### src/rtl/framed_command_receiver_defines.svh
// assertion macros shared by the receiver modules
`ifndef FRAMED_COMMAND_RECEIVER_DEFINES_SVH
`define FRAMED_COMMAND_RECEIVER_DEFINES_SVH

`ifndef SYNTHESIS

// property must hold at every clock edge out of reset
`define FCR_ASSERT(lbl, prop, msg) \
  lbl: assert property (@(posedge clk_i) disable iff (!rst_ni) (prop)) else $error(msg);

// condition must never be seen at a clock edge out of reset
`define FCR_ASSERT_NEVER(lbl, cond, msg) \
  lbl: assert property (@(posedge clk_i) disable iff (!rst_ni) !(cond)) else $error(msg);

`else

`define FCR_ASSERT(lbl, prop, msg)
`define FCR_ASSERT_NEVER(lbl, cond, msg)

`endif

`endif

### src/rtl/fcr_pkg.sv
`default_nettype none

package fcr_pkg;

  // sizes
  localparam int PAYLOAD_CAPACITY = 16;
  localparam int IDX_W            = $clog2(PAYLOAD_CAPACITY);
  localparam int CNT_W            = 5;
  localparam int HDR_LEN          = 3;
  localparam int UPC_W            = 5;

  // register reset values
  localparam logic [7:0] HEADER_TIMEOUT_RST  = 8'd30;
  localparam logic [7:0] PAYLOAD_TIMEOUT_RST = 8'd50;
  localparam logic [2:0] MAX_TRIES_RST       = 3'd3;
  localparam logic [7:0] ACK_CODE_RST        = 8'd128;
  localparam logic [7:0] NACK_CODE_RST       = 8'd0;

  // configuration register indexes
  localparam logic [2:0] REG_HEADER_TIMEOUT  = 3'd0;
  localparam logic [2:0] REG_PAYLOAD_TIMEOUT = 3'd1;
  localparam logic [2:0] REG_MAX_TRIES       = 3'd2;
  localparam logic [2:0] REG_ACK_CODE        = 3'd3;
  localparam logic [2:0] REG_NACK_CODE       = 3'd4;

  typedef enum logic [1:0] {
    PH_HUNT   = 2'd0,
    PH_GATHER = 2'd1,
    PH_CHECK  = 2'd2
  } phase_e;

  typedef enum logic [2:0] {
    KIND_REPLY   = 3'd0,
    KIND_HEADER  = 3'd1,
    KIND_PAYLOAD = 3'd2,
    KIND_DROP    = 3'd3,
    KIND_RESET   = 3'd4
  } kind_e;

  typedef enum logic [1:0] {
    LAST_NO,
    LAST_YES,
    LAST_SIZE_ZERO,
    LAST_IDX_END
  } last_e;

  typedef enum logic [3:0] {
    OP_NONE,
    OP_HUNT,
    OP_ATTEMPT_NEW,
    OP_ATTEMPT_RETRY,
    OP_TRY_INC,
    OP_TICK_DEC,
    OP_HDR_BYTE,
    OP_GATHER,
    OP_IDX_CLR,
    OP_IDX_INC,
    OP_RD_PAY
  } dp_op_e;

  typedef enum logic [2:0] {
    SEQ_WAIT,
    SEQ_NEXT,
    SEQ_JUMP,
    SEQ_BR,
    SEQ_DISPATCH,
    SEQ_DONE
  } seq_e;

  typedef enum logic {
    COND_SIZE_ZERO,
    COND_IDX_MORE
  } cond_e;

  // one control word of the program
  typedef struct packed {
    logic             emit;
    kind_e            kind;
    logic             nack;
    last_e            last;
    dp_op_e           op;
    seq_e             seq;
    cond_e            cond;
    logic [UPC_W-1:0] target;
  } uword_t;

  // datapath flags seen by the sequencer
  typedef struct packed {
    logic   tick;
    logic   expired;
    phase_e phase;
    logic   hdr_full;
    logic   hdr_started;
    logic   sum_match;
    logic   size_over;
    logic   size_zero;
    logic   tries_out;
    logic   idx_more;
    logic   out_stall;
  } status_t;

  // program addresses
  localparam logic [UPC_W-1:0] A_IDLE       = 5'd0;
  localparam logic [UPC_W-1:0] A_DECODE     = 5'd1;
  localparam logic [UPC_W-1:0] A_TICK_DEC   = 5'd2;
  localparam logic [UPC_W-1:0] A_TICK_RESET = 5'd3;
  localparam logic [UPC_W-1:0] A_TICK_PART  = 5'd4;
  localparam logic [UPC_W-1:0] A_DROP       = 5'd5;
  localparam logic [UPC_W-1:0] A_HDR_BYTE   = 5'd6;
  localparam logic [UPC_W-1:0] A_HDR_NACK   = 5'd7;
  localparam logic [UPC_W-1:0] A_HDR_ACK    = 5'd8;
  localparam logic [UPC_W-1:0] A_ACK_FRAME  = 5'd9;
  localparam logic [UPC_W-1:0] A_FRM_HDR    = 5'd10;
  localparam logic [UPC_W-1:0] A_FRM_RD     = 5'd11;
  localparam logic [UPC_W-1:0] A_FRM_PAY    = 5'd12;
  localparam logic [UPC_W-1:0] A_FRM_END    = 5'd13;
  localparam logic [UPC_W-1:0] A_GATHER     = 5'd14;
  localparam logic [UPC_W-1:0] A_CHK_RETRY  = 5'd15;
  localparam logic [UPC_W-1:0] A_CHK_DROP   = 5'd16;
  localparam logic [UPC_W-1:0] A_LAST       = 5'd16;

  function automatic uword_t uw(logic emit, kind_e kind, logic nack, last_e last,
                                dp_op_e op, seq_e seq, cond_e cond,
                                logic [UPC_W-1:0] target);
    uword_t w;
    w.emit   = emit;
    w.kind   = kind;
    w.nack   = nack;
    w.last   = last;
    w.op     = op;
    w.seq    = seq;
    w.cond   = cond;
    w.target = target;
    return w;
  endfunction

  // control store
  function automatic uword_t fcr_rom(logic [UPC_W-1:0] addr);
    uword_t w;
    case (addr)
      A_IDLE:       w = uw(1'b0, KIND_REPLY, 1'b0, LAST_NO, OP_NONE, SEQ_WAIT,
                           COND_SIZE_ZERO, A_IDLE);
      A_DECODE:     w = uw(1'b0, KIND_REPLY, 1'b0, LAST_NO, OP_NONE, SEQ_DISPATCH,
                           COND_SIZE_ZERO, A_IDLE);
      A_TICK_DEC:   w = uw(1'b0, KIND_REPLY, 1'b0, LAST_NO, OP_TICK_DEC, SEQ_DONE,
                           COND_SIZE_ZERO, A_IDLE);
      A_TICK_RESET: w = uw(1'b0, KIND_REPLY, 1'b0, LAST_NO, OP_HUNT, SEQ_DONE,
                           COND_SIZE_ZERO, A_IDLE);
      A_TICK_PART:  w = uw(1'b1, KIND_RESET, 1'b0, LAST_YES, OP_HUNT, SEQ_DONE,
                           COND_SIZE_ZERO, A_IDLE);
      A_DROP:       w = uw(1'b1, KIND_DROP, 1'b0, LAST_YES, OP_HUNT, SEQ_DONE,
                           COND_SIZE_ZERO, A_IDLE);
      A_HDR_BYTE:   w = uw(1'b0, KIND_REPLY, 1'b0, LAST_NO, OP_HDR_BYTE, SEQ_DONE,
                           COND_SIZE_ZERO, A_IDLE);
      A_HDR_NACK:   w = uw(1'b1, KIND_REPLY, 1'b1, LAST_YES, OP_HUNT, SEQ_DONE,
                           COND_SIZE_ZERO, A_IDLE);
      A_HDR_ACK:    w = uw(1'b1, KIND_REPLY, 1'b0, LAST_YES, OP_ATTEMPT_NEW, SEQ_DONE,
                           COND_SIZE_ZERO, A_IDLE);
      A_ACK_FRAME:  w = uw(1'b1, KIND_REPLY, 1'b0, LAST_NO, OP_NONE, SEQ_NEXT,
                           COND_SIZE_ZERO, A_IDLE);
      A_FRM_HDR:    w = uw(1'b1, KIND_HEADER, 1'b0, LAST_SIZE_ZERO, OP_IDX_CLR, SEQ_BR,
                           COND_SIZE_ZERO, A_FRM_END);
      A_FRM_RD:     w = uw(1'b0, KIND_REPLY, 1'b0, LAST_NO, OP_RD_PAY, SEQ_NEXT,
                           COND_SIZE_ZERO, A_IDLE);
      A_FRM_PAY:    w = uw(1'b1, KIND_PAYLOAD, 1'b0, LAST_IDX_END, OP_IDX_INC, SEQ_BR,
                           COND_IDX_MORE, A_FRM_RD);
      A_FRM_END:    w = uw(1'b0, KIND_REPLY, 1'b0, LAST_NO, OP_HUNT, SEQ_DONE,
                           COND_SIZE_ZERO, A_IDLE);
      A_GATHER:     w = uw(1'b0, KIND_REPLY, 1'b0, LAST_NO, OP_GATHER, SEQ_DONE,
                           COND_SIZE_ZERO, A_IDLE);
      A_CHK_RETRY:  w = uw(1'b1, KIND_REPLY, 1'b1, LAST_YES, OP_ATTEMPT_RETRY, SEQ_DONE,
                           COND_SIZE_ZERO, A_IDLE);
      A_CHK_DROP:   w = uw(1'b1, KIND_REPLY, 1'b1, LAST_NO, OP_TRY_INC, SEQ_JUMP,
                           COND_SIZE_ZERO, A_DROP);
      default:      w = uw(1'b0, KIND_REPLY, 1'b0, LAST_NO, OP_NONE, SEQ_DONE,
                           COND_SIZE_ZERO, A_IDLE);
    endcase
    return w;
  endfunction

endpackage

`default_nettype wire

### src/rtl/framed_command_receiver.sv
`default_nettype none
// steps: a word passes accept, decode and an action step; nack then drop adds a drop step,
//   an accepted frame takes ack, header, then read and emit per payload byte, then an end step
// sequencing: the sequencer steps one control word per cycle and takes a new word only
//   back at its idle step; a held result register stalls the step that emits
// reset: asynchronous, clears the sequencer, frame state and result valid and loads
//   register reset values; header and payload stores are not cleared

module framed_command_receiver import fcr_pkg::*; (
  input  wire logic             clk_i,
  input  wire logic             rst_ni,
  input  wire logic             in_valid_i,
  output logic                  in_ready_o,
  input  wire logic             action_i,
  input  wire logic [7:0]       rx_byte_i,
  output logic                  out_valid_o,
  input  wire logic             out_ready_i,
  output logic [2:0]            kind_o,
  output logic [7:0]            tx_byte_o,
  output logic [7:0]            group_id_o,
  output logic [7:0]            command_code_o,
  output logic [4:0]            payload_size_o,
  output logic [IDX_W-1:0]      payload_index_o,
  output logic [7:0]            payload_byte_o,
  output logic                  last_o,
  input  wire logic             cfg_we_i,
  input  wire logic [2:0]       cfg_index_i,
  input  wire logic [7:0]       cfg_data_i
);

  uword_t  ctrl;
  status_t status;
  logic    in_fire;

  assign in_fire = in_valid_i && in_ready_o;

  // control sequencer
  fcr_seq u_seq (
    .clk_i      (clk_i),
    .rst_ni     (rst_ni),
    .in_valid_i (in_valid_i),
    .in_ready_o (in_ready_o),
    .status_i   (status),
    .ctrl_o     (ctrl)
  );

  // datapath
  fcr_dpath u_dpath (
    .clk_i           (clk_i),
    .rst_ni          (rst_ni),
    .in_fire_i       (in_fire),
    .action_i        (action_i),
    .rx_byte_i       (rx_byte_i),
    .cfg_we_i        (cfg_we_i),
    .cfg_index_i     (cfg_index_i),
    .cfg_data_i      (cfg_data_i),
    .ctrl_i          (ctrl),
    .status_o        (status),
    .out_valid_o     (out_valid_o),
    .out_ready_i     (out_ready_i),
    .kind_o          (kind_o),
    .tx_byte_o       (tx_byte_o),
    .group_id_o      (group_id_o),
    .command_code_o  (command_code_o),
    .payload_size_o  (payload_size_o),
    .payload_index_o (payload_index_o),
    .payload_byte_o  (payload_byte_o),
    .last_o          (last_o)
  );

endmodule

`default_nettype wire

### src/rtl/fcr_seq.sv
`default_nettype none
`include "framed_command_receiver_defines.svh"

module fcr_seq import fcr_pkg::*; (
  input  wire logic    clk_i,
  input  wire logic    rst_ni,
  input  wire logic    in_valid_i,
  output logic         in_ready_o,
  input  wire status_t status_i,
  output uword_t       ctrl_o
);

  logic [UPC_W-1:0] upc_q, upc_d;
  logic [UPC_W-1:0] disp_addr;
  logic             advance;
  logic             cond_true;

  // current control word
  always_comb begin
    ctrl_o     = fcr_rom(upc_q);
    in_ready_o = (ctrl_o.seq == SEQ_WAIT);
  end

  // a word that emits waits while the result register holds a result not yet taken
  assign advance = !(ctrl_o.emit && status_i.out_stall);

  // dispatch on the latched word and the frame state
  always_comb begin
    disp_addr = A_TICK_DEC;
    if (status_i.tick) begin
      if (!status_i.expired) begin
        disp_addr = A_TICK_DEC;
      end else if (status_i.phase == PH_HUNT) begin
        disp_addr = status_i.hdr_started ? A_TICK_PART : A_TICK_RESET;
      end else begin
        disp_addr = A_DROP;
      end
    end else begin
      case (status_i.phase)
        PH_HUNT: begin
          if (!status_i.hdr_full) begin
            disp_addr = A_HDR_BYTE;
          end else if (!status_i.sum_match || status_i.size_over) begin
            disp_addr = A_HDR_NACK;
          end else if (status_i.size_zero) begin
            disp_addr = A_ACK_FRAME;
          end else begin
            disp_addr = A_HDR_ACK;
          end
        end
        PH_GATHER: disp_addr = A_GATHER;
        default: begin
          if (status_i.sum_match) begin
            disp_addr = A_ACK_FRAME;
          end else if (status_i.tries_out) begin
            disp_addr = A_CHK_DROP;
          end else begin
            disp_addr = A_CHK_RETRY;
          end
        end
      endcase
    end
  end

  // branch condition
  always_comb begin
    case (ctrl_o.cond)
      COND_SIZE_ZERO: cond_true = status_i.size_zero;
      COND_IDX_MORE:  cond_true = status_i.idx_more;
      default:        cond_true = 1'b0;
    endcase
  end

  // step counter
  always_comb begin
    upc_d = upc_q;
    if (advance) begin
      case (ctrl_o.seq)
        SEQ_WAIT:     upc_d = in_valid_i ? upc_q + 5'd1 : upc_q;
        SEQ_NEXT:     upc_d = upc_q + 5'd1;
        SEQ_JUMP:     upc_d = ctrl_o.target;
        SEQ_BR:       upc_d = cond_true ? ctrl_o.target : upc_q + 5'd1;
        SEQ_DISPATCH: upc_d = disp_addr;
        SEQ_DONE:     upc_d = A_IDLE;
        default:      upc_d = A_IDLE;
      endcase
    end
  end

  always_ff @(posedge clk_i or negedge rst_ni) begin
    if (!rst_ni) begin
      upc_q <= A_IDLE;
    end else begin
      upc_q <= upc_d;
    end
  end

  `FCR_ASSERT(a_decode_after_accept, (in_valid_i && in_ready_o) |=> (upc_q == A_DECODE), "accepted word not decoded")
  `FCR_ASSERT_NEVER(a_upc_range, upc_q > A_LAST, "step counter left the program")

endmodule

`default_nettype wire

### src/rtl/fcr_dpath.sv
`default_nettype none
`include "framed_command_receiver_defines.svh"

module fcr_dpath import fcr_pkg::*; (
  input  wire logic             clk_i,
  input  wire logic             rst_ni,
  input  wire logic             in_fire_i,
  input  wire logic             action_i,
  input  wire logic [7:0]       rx_byte_i,
  input  wire logic             cfg_we_i,
  input  wire logic [2:0]       cfg_index_i,
  input  wire logic [7:0]       cfg_data_i,
  input  wire uword_t           ctrl_i,
  output status_t               status_o,
  output logic                  out_valid_o,
  input  wire logic             out_ready_i,
  output logic [2:0]            kind_o,
  output logic [7:0]            tx_byte_o,
  output logic [7:0]            group_id_o,
  output logic [7:0]            command_code_o,
  output logic [4:0]            payload_size_o,
  output logic [IDX_W-1:0]      payload_index_o,
  output logic [7:0]            payload_byte_o,
  output logic                  last_o
);

  // configuration
  logic [7:0] header_timeout_q, payload_timeout_q, ack_code_q, nack_code_q;
  logic [2:0] max_tries_q;

  // latched input word
  logic       action_q;
  logic [7:0] rx_q;

  // frame state
  phase_e           phase_q, phase_d;
  logic [CNT_W-1:0] count_q, count_d;
  logic [7:0]       sum_q, sum_d;
  logic [2:0]       tries_q, tries_d;
  logic [7:0]       ticks_q, ticks_d;
  logic [IDX_W-1:0] idx_q, idx_d;
  logic [7:0]       hdr_q [HDR_LEN];
  logic [7:0]       pay_mem [PAYLOAD_CAPACITY];
  logic [7:0]       rd_q;

  // result register
  logic             out_valid_q;
  logic [2:0]       kind_q;
  logic [7:0]       tx_q, grp_q, cmd_q, pbyte_q;
  logic [4:0]       size_q;
  logic [IDX_W-1:0] pidx_q;
  logic             last_q;

  logic       out_stall, advance, last_val;
  logic [2:0] tries_inc;
  logic [7:0] size;
  logic [7:0] idx_next;

  assign out_stall = out_valid_q && !out_ready_i;
  assign advance   = !(ctrl_i.emit && out_stall);
  assign tries_inc = tries_q + 3'd1;
  assign size      = hdr_q[2];
  assign idx_next  = 8'(idx_q) + 8'd1;

  // flags for dispatch and branches
  always_comb begin
    status_o.tick        = action_q;
    status_o.expired     = (ticks_q <= 8'd1);
    status_o.phase       = phase_q;
    status_o.hdr_full    = (count_q >= CNT_W'(HDR_LEN));
    status_o.hdr_started = (count_q != '0);
    status_o.sum_match   = (rx_q == sum_q);
    status_o.size_over   = (size > 8'(PAYLOAD_CAPACITY));
    status_o.size_zero   = (size == 8'd0);
    status_o.tries_out   = (tries_inc >= max_tries_q) || (tries_inc == 3'd0);
    status_o.idx_more    = (idx_next != size);
    status_o.out_stall   = out_stall;
  end

  // configuration writes
  always_ff @(posedge clk_i or negedge rst_ni) begin
    if (!rst_ni) begin
      header_timeout_q  <= HEADER_TIMEOUT_RST;
      payload_timeout_q <= PAYLOAD_TIMEOUT_RST;
      max_tries_q       <= MAX_TRIES_RST;
      ack_code_q        <= ACK_CODE_RST;
      nack_code_q       <= NACK_CODE_RST;
    end else if (cfg_we_i) begin
      case (cfg_index_i)
        REG_HEADER_TIMEOUT:  header_timeout_q  <= cfg_data_i;
        REG_PAYLOAD_TIMEOUT: payload_timeout_q <= cfg_data_i;
        REG_MAX_TRIES:       max_tries_q       <= cfg_data_i[2:0];
        REG_ACK_CODE:        ack_code_q        <= cfg_data_i;
        REG_NACK_CODE:       nack_code_q       <= cfg_data_i;
        default: ;
      endcase
    end
  end

  // input word capture
  always_ff @(posedge clk_i) begin
    if (in_fire_i) begin
      action_q <= action_i;
      rx_q     <= rx_byte_i;
    end
  end

  // frame state update
  always_comb begin
    phase_d = phase_q;
    count_d = count_q;
    sum_d   = sum_q;
    tries_d = tries_q;
    ticks_d = ticks_q;
    idx_d   = idx_q;
    if (advance) begin
      case (ctrl_i.op)
        OP_HUNT: begin
          phase_d = PH_HUNT;
          count_d = '0;
          sum_d   = 8'd0;
          ticks_d = header_timeout_q;
        end
        OP_ATTEMPT_NEW, OP_ATTEMPT_RETRY: begin
          tries_d = (ctrl_i.op == OP_ATTEMPT_NEW) ? 3'd0 : tries_inc;
          phase_d = PH_GATHER;
          count_d = '0;
          sum_d   = 8'd0;
          ticks_d = payload_timeout_q;
        end
        OP_TRY_INC:  tries_d = tries_inc;
        OP_TICK_DEC: ticks_d = ticks_q - 8'd1;
        OP_HDR_BYTE: begin
          sum_d   = sum_q + rx_q;
          count_d = count_q + CNT_W'(1);
        end
        OP_GATHER: begin
          sum_d   = sum_q + rx_q;
          count_d = count_q + CNT_W'(1);
          ticks_d = payload_timeout_q;
          if ((8'(count_q) + 8'd1) >= size) begin
            phase_d = PH_CHECK;
          end
        end
        OP_IDX_CLR: idx_d = '0;
        OP_IDX_INC: idx_d = idx_q + IDX_W'(1);
        default: ;
      endcase
    end
  end

  always_ff @(posedge clk_i or negedge rst_ni) begin
    if (!rst_ni) begin
      phase_q <= PH_HUNT;
      count_q <= '0;
      sum_q   <= 8'd0;
      tries_q <= 3'd0;
      ticks_q <= HEADER_TIMEOUT_RST;
      idx_q   <= '0;
    end else begin
      phase_q <= phase_d;
      count_q <= count_d;
      sum_q   <= sum_d;
      tries_q <= tries_d;
      ticks_q <= ticks_d;
      idx_q   <= idx_d;
    end
  end

  // header bytes
  always_ff @(posedge clk_i) begin
    if (advance && ctrl_i.op == OP_HDR_BYTE) begin
      hdr_q[count_q[1:0]] <= rx_q;
    end
  end

  // payload store, registered read
  always_ff @(posedge clk_i) begin
    if (advance && ctrl_i.op == OP_GATHER && count_q < CNT_W'(PAYLOAD_CAPACITY)) begin
      pay_mem[count_q[IDX_W-1:0]] <= rx_q;
    end
    if (advance && ctrl_i.op == OP_RD_PAY) begin
      rd_q <= pay_mem[idx_q];
    end
  end

  // last flag of the word being emitted
  always_comb begin
    case (ctrl_i.last)
      LAST_NO:        last_val = 1'b0;
      LAST_YES:       last_val = 1'b1;
      LAST_SIZE_ZERO: last_val = (size == 8'd0);
      LAST_IDX_END:   last_val = (idx_next == size);
      default:        last_val = 1'b0;
    endcase
  end

  // result register
  always_ff @(posedge clk_i or negedge rst_ni) begin
    if (!rst_ni) begin
      out_valid_q <= 1'b0;
    end else if (ctrl_i.emit && advance) begin
      out_valid_q <= 1'b1;
    end else if (out_ready_i) begin
      out_valid_q <= 1'b0;
    end
  end

  always_ff @(posedge clk_i) begin
    if (ctrl_i.emit && advance) begin
      kind_q  <= ctrl_i.kind;
      tx_q    <= (ctrl_i.kind != KIND_REPLY) ? 8'd0 :
                 (ctrl_i.nack ? nack_code_q : ack_code_q);
      grp_q   <= (ctrl_i.kind == KIND_HEADER) ? hdr_q[0] : 8'd0;
      cmd_q   <= (ctrl_i.kind == KIND_HEADER) ? hdr_q[1] : 8'd0;
      size_q  <= (ctrl_i.kind == KIND_HEADER) ? size[4:0] : 5'd0;
      pidx_q  <= (ctrl_i.kind == KIND_PAYLOAD) ? idx_q : '0;
      pbyte_q <= (ctrl_i.kind == KIND_PAYLOAD) ? rd_q : 8'd0;
      last_q  <= last_val;
    end
  end

  assign out_valid_o     = out_valid_q;
  assign kind_o          = kind_q;
  assign tx_byte_o       = tx_q;
  assign group_id_o      = grp_q;
  assign command_code_o  = cmd_q;
  assign payload_size_o  = size_q;
  assign payload_index_o = pidx_q;
  assign payload_byte_o  = pbyte_q;
  assign last_o          = last_q;

  `FCR_ASSERT_NEVER(a_count_range, count_q > CNT_W'(PAYLOAD_CAPACITY), "byte count beyond capacity")
  `FCR_ASSERT(a_size_in_payload, (phase_q != PH_HUNT) |-> (size != 8'd0 && size <= 8'(PAYLOAD_CAPACITY)), "payload phase with bad size")
  `FCR_ASSERT(a_pay_index, (advance && ctrl_i.emit && ctrl_i.kind == KIND_PAYLOAD) |-> (8'(idx_q) < size), "payload index beyond size")

endmodule

`default_nettype wire

### config.mk
export PLATFORM = sky130hd
export DESIGN_NAME = framed_command_receiver
export DESIGN_NICKNAME = d
export VERILOG_FILES = /design/src/rtl/fcr_pkg.sv /design/src/rtl/framed_command_receiver.sv /design/src/rtl/fcr_seq.sv /design/src/rtl/fcr_dpath.sv
export VERILOG_INCLUDE_DIRS = /design/src /design/src/rtl
export SDC_FILE = /design/constraint.sdc
export NUM_CORES = 1
export LEC_CHECK = 0
export ABC_CLOCK_PERIOD_IN_PS = 4500
export BUFFER_PORTS_ARGS = -buffer_cell sky130_fd_sc_hd__buf_2
export CELL_PAD_IN_SITES_DETAIL_PLACEMENT = 1
export CELL_PAD_IN_SITES_GLOBAL_PLACEMENT = 2
export CORE_MARGIN = 3
export CORE_UTILIZATION = 45
export DETAILED_ROUTE_END_ITERATION = 16
export GPL_ROUTABILITY_DRIVEN = 0
export PLACE_DENSITY_LB_ADDON = 0.1
export SLEW_MARGIN = 25
export SYNTH_ARGS = -nofsm -noshare
export SYNTH_HDL_FRONTEND = slang
export SYNTH_SLANG_ARGS = --single-unit
### constraint.sdc
create_clock -name clk_i -period 4.5 [get_ports clk_i]
set_clock_uncertainty 0.05 [all_clocks]
set_input_delay 0.9 -clock clk_i [delete_from_list [all_inputs] [get_ports clk_i]]
set_output_delay 0.9 -clock clk_i [all_outputs]
set_load 0.01 [all_outputs]
# --- Word-level counts from Yosys, hierarchy flattened ---
# Memories as Yosys holds them, arrays and structs flattened. A register that Yosys moved wholly into a read port is not among the register bits.
# Cells that the tools add are included.
op_classes:
  addsub: 8
  multipliers: 0
  div: 0
  order_cmp: 6
  eq_ne: 29
  shift: 0
  mux: 30
  bitwise_logic: 2
  reduce_logical: 44
ops:
  columns: ["operator", "n"]
  rows:
  - ["$mux W5", 9]
  - ["$pmux W5 S5", 1]
  - ["$pmux W8 S3", 1]
  - ["$pmux W5 S2", 2]
  - ["$reduce_and A2 Y1", 10]
  - ["$eq A4 B3 Y1 const B", 4]
  - ["$eq A8 B8 Y1", 2]
  - ["$pmux W8 S2", 1]
  - ["$eq A3 B2 Y1 const B", 5]
  - ["$eq A4 B4 Y1 const B", 3]
  - ["$add A5 B1 Y5 const B", 2]
  - ["$eq A3 B1 Y1 const B", 3]
  - ["$logic_not A3 Y1", 3]
  - ["$reduce_bool A3 Y1", 3]
  - ["$add A8 B8 Y8", 1]
  - ["$eq A4 B2 Y1 const B", 2]
  - ["$ge A8 B8 Y1", 1]
  - ["$gt A8 B5 Y1 const B", 1]
  - ["$le A8 B1 Y1 const B", 1]
  - ["$logic_and A1 B1 Y1", 8]
  - ["$logic_not A8 Y1", 1]
  - ["$mux W8", 1]
  - ["$ne A8 B8 Y1", 1]
  - ["$pmux W4 S2", 1]
  - ["other kinds (30)", 52]
totals:
  ff_bits: 109
  latchBits: 0
  mem_bits_rw: 152
  romBits: 608
  out_inout_bits: 47
  mem_count: 3
mem_list:
  columns: ["name", "words", "word_bits", "rd", "rd_ports_with_merged_regs", "write_ports", "line_no", "rtl"]
  rows:
  - ["(no name shown)", 32, 19, 1, 0, 0, "fcr_pkg.sv:140", "case (addr)"]
  - ["u_dpath.pay_mem", 16, 8, 1, 1, 1, "fcr_dpath.sv:43", "logic [7:0] pay_mem [PAYLOAD_CAPACITY];"]
  - ["u_dpath.hdr_q", 3, 8, 3, 2, 1, "fcr_dpath.sv:42", "logic [7:0] hdr_q [HDR_LEN];"]

# --- Logic depth before layout (Yosys ltp) ---
depth:
  word_depth: 8
  mapped_depth: 10

# --- By module ---
# From an unflattened synthesis, not the netlist that was laid out.
unflattened:
  cells_unflattened: 851
  hier_area_um2: 12759.7
modules_own_cells:
  columns: ["module", "instances", "cells_each", "area_per_inst_um2"]
  rows:
  - ["fcr_dpath", 1, 724, 11798.8]
  - ["fcr_seq", 1, 126, 954.7]
  - ["framed_command_receiver", 1, 1, 6.3]

# --- Least setup slack after synthesis ---
# OpenSTA, ideal clock, no wires.
synth_path:
  kind: "flip-flop to flip-flop"
  from: "reg u_seq.upc_q[1]"
  to: "reg u_dpath.cmd_q[0] (netlist: u_dpath.command_code_o[0]), read port of u_dpath.hdr_q, enable pin"
  t_arrival_ns: 3.171
  t_required_ns: 4.002
  path_slack_ns: 0.831
  stages_incl_launch_ff: 6
  n_path_buf: 0
  period_less_slack_ns: 3.669
  path_cell_list: "dfrtp_1 > inv_1 > ha_1 > mux2i_1 > a211oi_4 > nor2_1"
synth_via:
  elab_chain_len: 4
synth_lines:
  columns: ["item", "line_no", "rtl"]
  rows:
  - ["start: declaration", "fcr_seq.sv:13", "logic [UPC_W-1:0] upc_q, upc_d;"]
  - ["start signal: assignment", "fcr_seq.sv:94", "upc_q <= upc_d;"]
  - ["$mem_v2 Z32 W19 (*)", null, null]
  - ["parallel branches: the longest is 3 deep, another holds $eq A3 B1 Y1", null, null]
  - ["end: declaration", "fcr_dpath.sv:49", "logic [7:0] tx_q, grp_q, cmd_q, pbyte_q;"]
# Every way passes the cells marked *.
# A chain may end at the register's enable or synchronous reset.

# --- Final worst setup path ---
layout_path:
  from: "reg u_seq.upc_q[1]"
  to: "mem u_dpath.pay_mem[1][1], enable pin"
layout_via:
  elab_chain_len: 7
layout_lines:
  columns: ["item", "line_no", "rtl"]
  rows:
  - ["$mem_v2 Z32 W19 (*)", null, null]
  - ["parallel branches: the longest is 2 deep, another holds $eq A4 B3 Y1", null, null]
  - ["$logic_and A1 B1 Y1 (*) (2 in a row)", "fcr_dpath.sv:179", "if (advance && ctrl_i.op == OP_GATHER && count_q < CNT_W'(PAYLOAD_CAPACITY)) begin"]
  - ["$mux W1 (*)", "fcr_dpath.sv:179", null]
  - ["$mux W1 (not written as such) (*)", "fcr_dpath.sv:180", "pay_mem[count_q[IDX_W-1:0]] <= rx_q;"]
  - ["end: declaration", "fcr_dpath.sv:43", null]
# Marks and branches as above.

==> results.yml <==
sta:
  relSlewSlack_pct: 39.24
  setup_viol: 0
  maxSlewViolCount: 0
  tightestPinTransition_ps: 911.4
  max_freq_mhz: 264.1
  fin_crit_ps: 3787
  finalCritPeriodShare_pct: 84.15
  hold_viol_final: 0
  tns_ps: 0
  finalWorstSetupSlack_ps: 713.1
  rsz0062_at_grt: "false"
setup_path:
  endpoint: "u_dpath.pay_mem[1][1]$_DFFE_PP_"
  path_max_fanout: 11
  r2r_end: "u_dpath.pay_mem[1][1]$_DFFE_PP_"
  r2r_start: "u_seq.upc_q[1]$_DFFE_PN0P_"
  worst_setup_path_start_kind: "flip-flop"
  r2r_cells: 8
  cp_cell_sequence: "inv_1 -> ha_1 -> and4bb_4 -> a211oi_4 -> nor2_4 -> nor4_2 -> nand2_1 -> nor2_1"
  startpoint: "u_seq.upc_q[1]$_DFFE_PN0P_"
  crit_arrival_ps: 3920
  cp-end-kind: "flip-flop"
  crit_required_ps: 4630
  rrSetupSlack_ps: 710
  slowest_delay_ps: 740
  crit_slowest_cell: "nor2_1"
  critPathKind: "reg -> reg"
layout:
  layout_common_cells: "edfxtp_1 (214), buf_2 (71), nor2_1 (58), dfrtp_1 (56), nand2_1 (43)"
  stdcell_area_sq_um: 14500
  nNetsFinal: 978
  final_layout_size_suffix_gt1_share_pct: 26.27
  largest_reg_flops: 128
  diodes: 0
  nFillCells: 2661
  final_common_cell: "edfxtp_1"
  area_growth_pct: 14.62
synthesis:
  synth.distinct_cells: 80
  syn_area_per_cell_sq_um: 15.19
  synth-async-reset-ratio_pct: 24.91
  ys_ff_latch: 285
  synth_edf_count: 214
  syn-cell-area_sq_um: 12650
  yosysWarnings: 0
  synthCells: 833
  syn_nets: 891
  synth_seq_area_share_pct: 64.99
  synth-main-ff-cell: "edfxtp_1"
floorplanning:
  initial_core_util_pct: 46.29
  dieArea_sq_um: 30160
  num_rows: 60
  die_h_um: 173.7
  pin_count: 72
  core-area_sq_um: 27330
  die_width_um: 173.7
detailed_routing:
  num_vias: 7482
  drt-total-wl_mm: 30.78
  ant_nets: 0
  drc: 0
  dr.pass1.iters: 5
  wire_per_inst_um: 23.39
  drtIter0Drc: 551
  viasPerCell: 5.685
placed_design:
  hpwlAfterDp_mm: 21.42
  pre_cts_ws_ps: 707.9
  placement.io_buffers: 71
  place_area_sq_um: 13450
global_route:
  grt_pass1_vias: 8134
  antenna_found_initial: 0
  grt_max_degree: 50
  gr-total-overflow: 0
  grtUsageTotal_pct: 20.56
  grt_pass1_wl_mm: 48.55
cts:
  cts_tree: "done"
  cts_setup_buffers: 0
  h-tree-depth: 1
  cts_sinks: 285
  cts.clk_slew.worst_paths_ps: 70
  clock_latency_ps: 560
  root_buffer: "clkbuf_16"
  cts_resized: 0
  numCtsBuffers: 30
  clk_path_buf_depth: 3
  hold_buffers: 0
status:
  status: "finished clean"
power:
  leakagePower_nw: 5.397
  power_density_nw_per_um2: 593.7
  ir_drop_mv: 0.2806
run:
  cap_violations: 0
min_path:
  hold_path.class: "in -> async"
[area by class of cell]
type / count / area, sq um / share of cell area (%)
tap: 372 / 465.4 / 3.210
clock inverter: 23 / 262.8 / 1.812
timing repair buffer: 87 / 495.5 / 3.417
inverter: 24 / 90.09 / 0.6213
clock buffer: 33 / 762.0 / 5.255
sequential: 285 / 8222 / 56.71
multi-input combinational: 492 / 4202 / 28.98
[how the worst min path moves through the flow]
stage | endpoint
after floorplan | u_dpath.sum_q[2]$_DFFE_PN0P_
after global placement | u_dpath.sum_q[2]$_DFFE_PN0P_
after detailed placement | u_dpath.sum_q[3]$_DFFE_PN0P_
after CTS | u_dpath.sum_q[2]$_DFFE_PN0P_
after global routing | u_dpath.sum_q[2]$_DFFE_PN0P_
final | u_dpath.sum_q[2]$_DFFE_PN0P_
[synthesized netlist by cell type (9+ instances only)]
cell type | count | share of area, %
edfxtp_1 | 214 | 51
nor2_1 | 59 | 1.8
dfrtp_1 | 57 | 11
nand2_1 | 43 | 1.3
mux4_2 | 40 | 7.1
mux2_2 | 33 | 2.9
ha_1 | 32 | 3.2
and2_1 | 25 | 1.2
inv_1 | 24 | 0.71
and3_1 | 18 | 0.89
o21ai_0 | 18 | 0.71
clkbuf_1 | 15 | 0.45
nor3_1 | 15 | 0.59
dfstp_2 | 14 | 2.9
mux2i_1 | 14 | 1.1
nand2b_1 | 14 | 0.69
a21oi_1 | 12 | 0.47
xor2_1 | 12 | 0.83
nand3_1 | 10 | 0.40
o31ai_1 | 10 | 0.59
xnor2_1 | 10 | 0.69
buf_2 | 9 | 0.36
[critical path: cells and delay by family (launching register included)]
kind | cells | cell delay (ps)
adders and majority gates | 1 | 340
buffers and inverters | 1 | 140
DFF | 1 | 540
AOI/OAI and AO/OA | 1 | 410
and+or+nand+nor | 5 | 1930
[per-layer routing]
metal,global-route usage [%],vias up,wire length (um)
li1,-,3371,-
met1,29.59,3865,14030
met2,33.27,209,14510
met4,4.189,0,456
met3,3.657,37,1789
met5,0,-,0
[kinds of logic (layout without fill, tap and decap cells)]
family          count (synthesis)  count (layout)  share of synthesized area, %
flops                         285             285                         64.99
mux                            87              87                         11.17
compound gates                121             121                         7.102
xor+xnor                       22              22                         1.523
fa+ha+maj                      33              33                         3.323
simple gates                  229             229                         10.00
buf+inv                        56             167                         1.899
[report_power, final]
part / switching [mW] / internal [mW] / total (mW)
Sequential: 0.227 / 3.32 / 3.55
Combinational: 1.53 / 0.985 / 2.51
Clock: 1.03 / 1.51 / 2.54
[metrics by stage]
stage	std cells	power, mW	utilization [%]	hold WS (ps)
3_5_place_dp	1259	6.105	49.21	428.8
5_1_grt	1316	9.084	53.06	330.2
4_1_cts	1315	8.677	52.96	321.4
6_report	1316	8.608	53.06	319.6
3_3_place_gp	1259	5.996	49.19	419.3
2_1_floorplan	833	5.272	-	405.1
No activity file was read; power rests on OpenSTA's default activity.
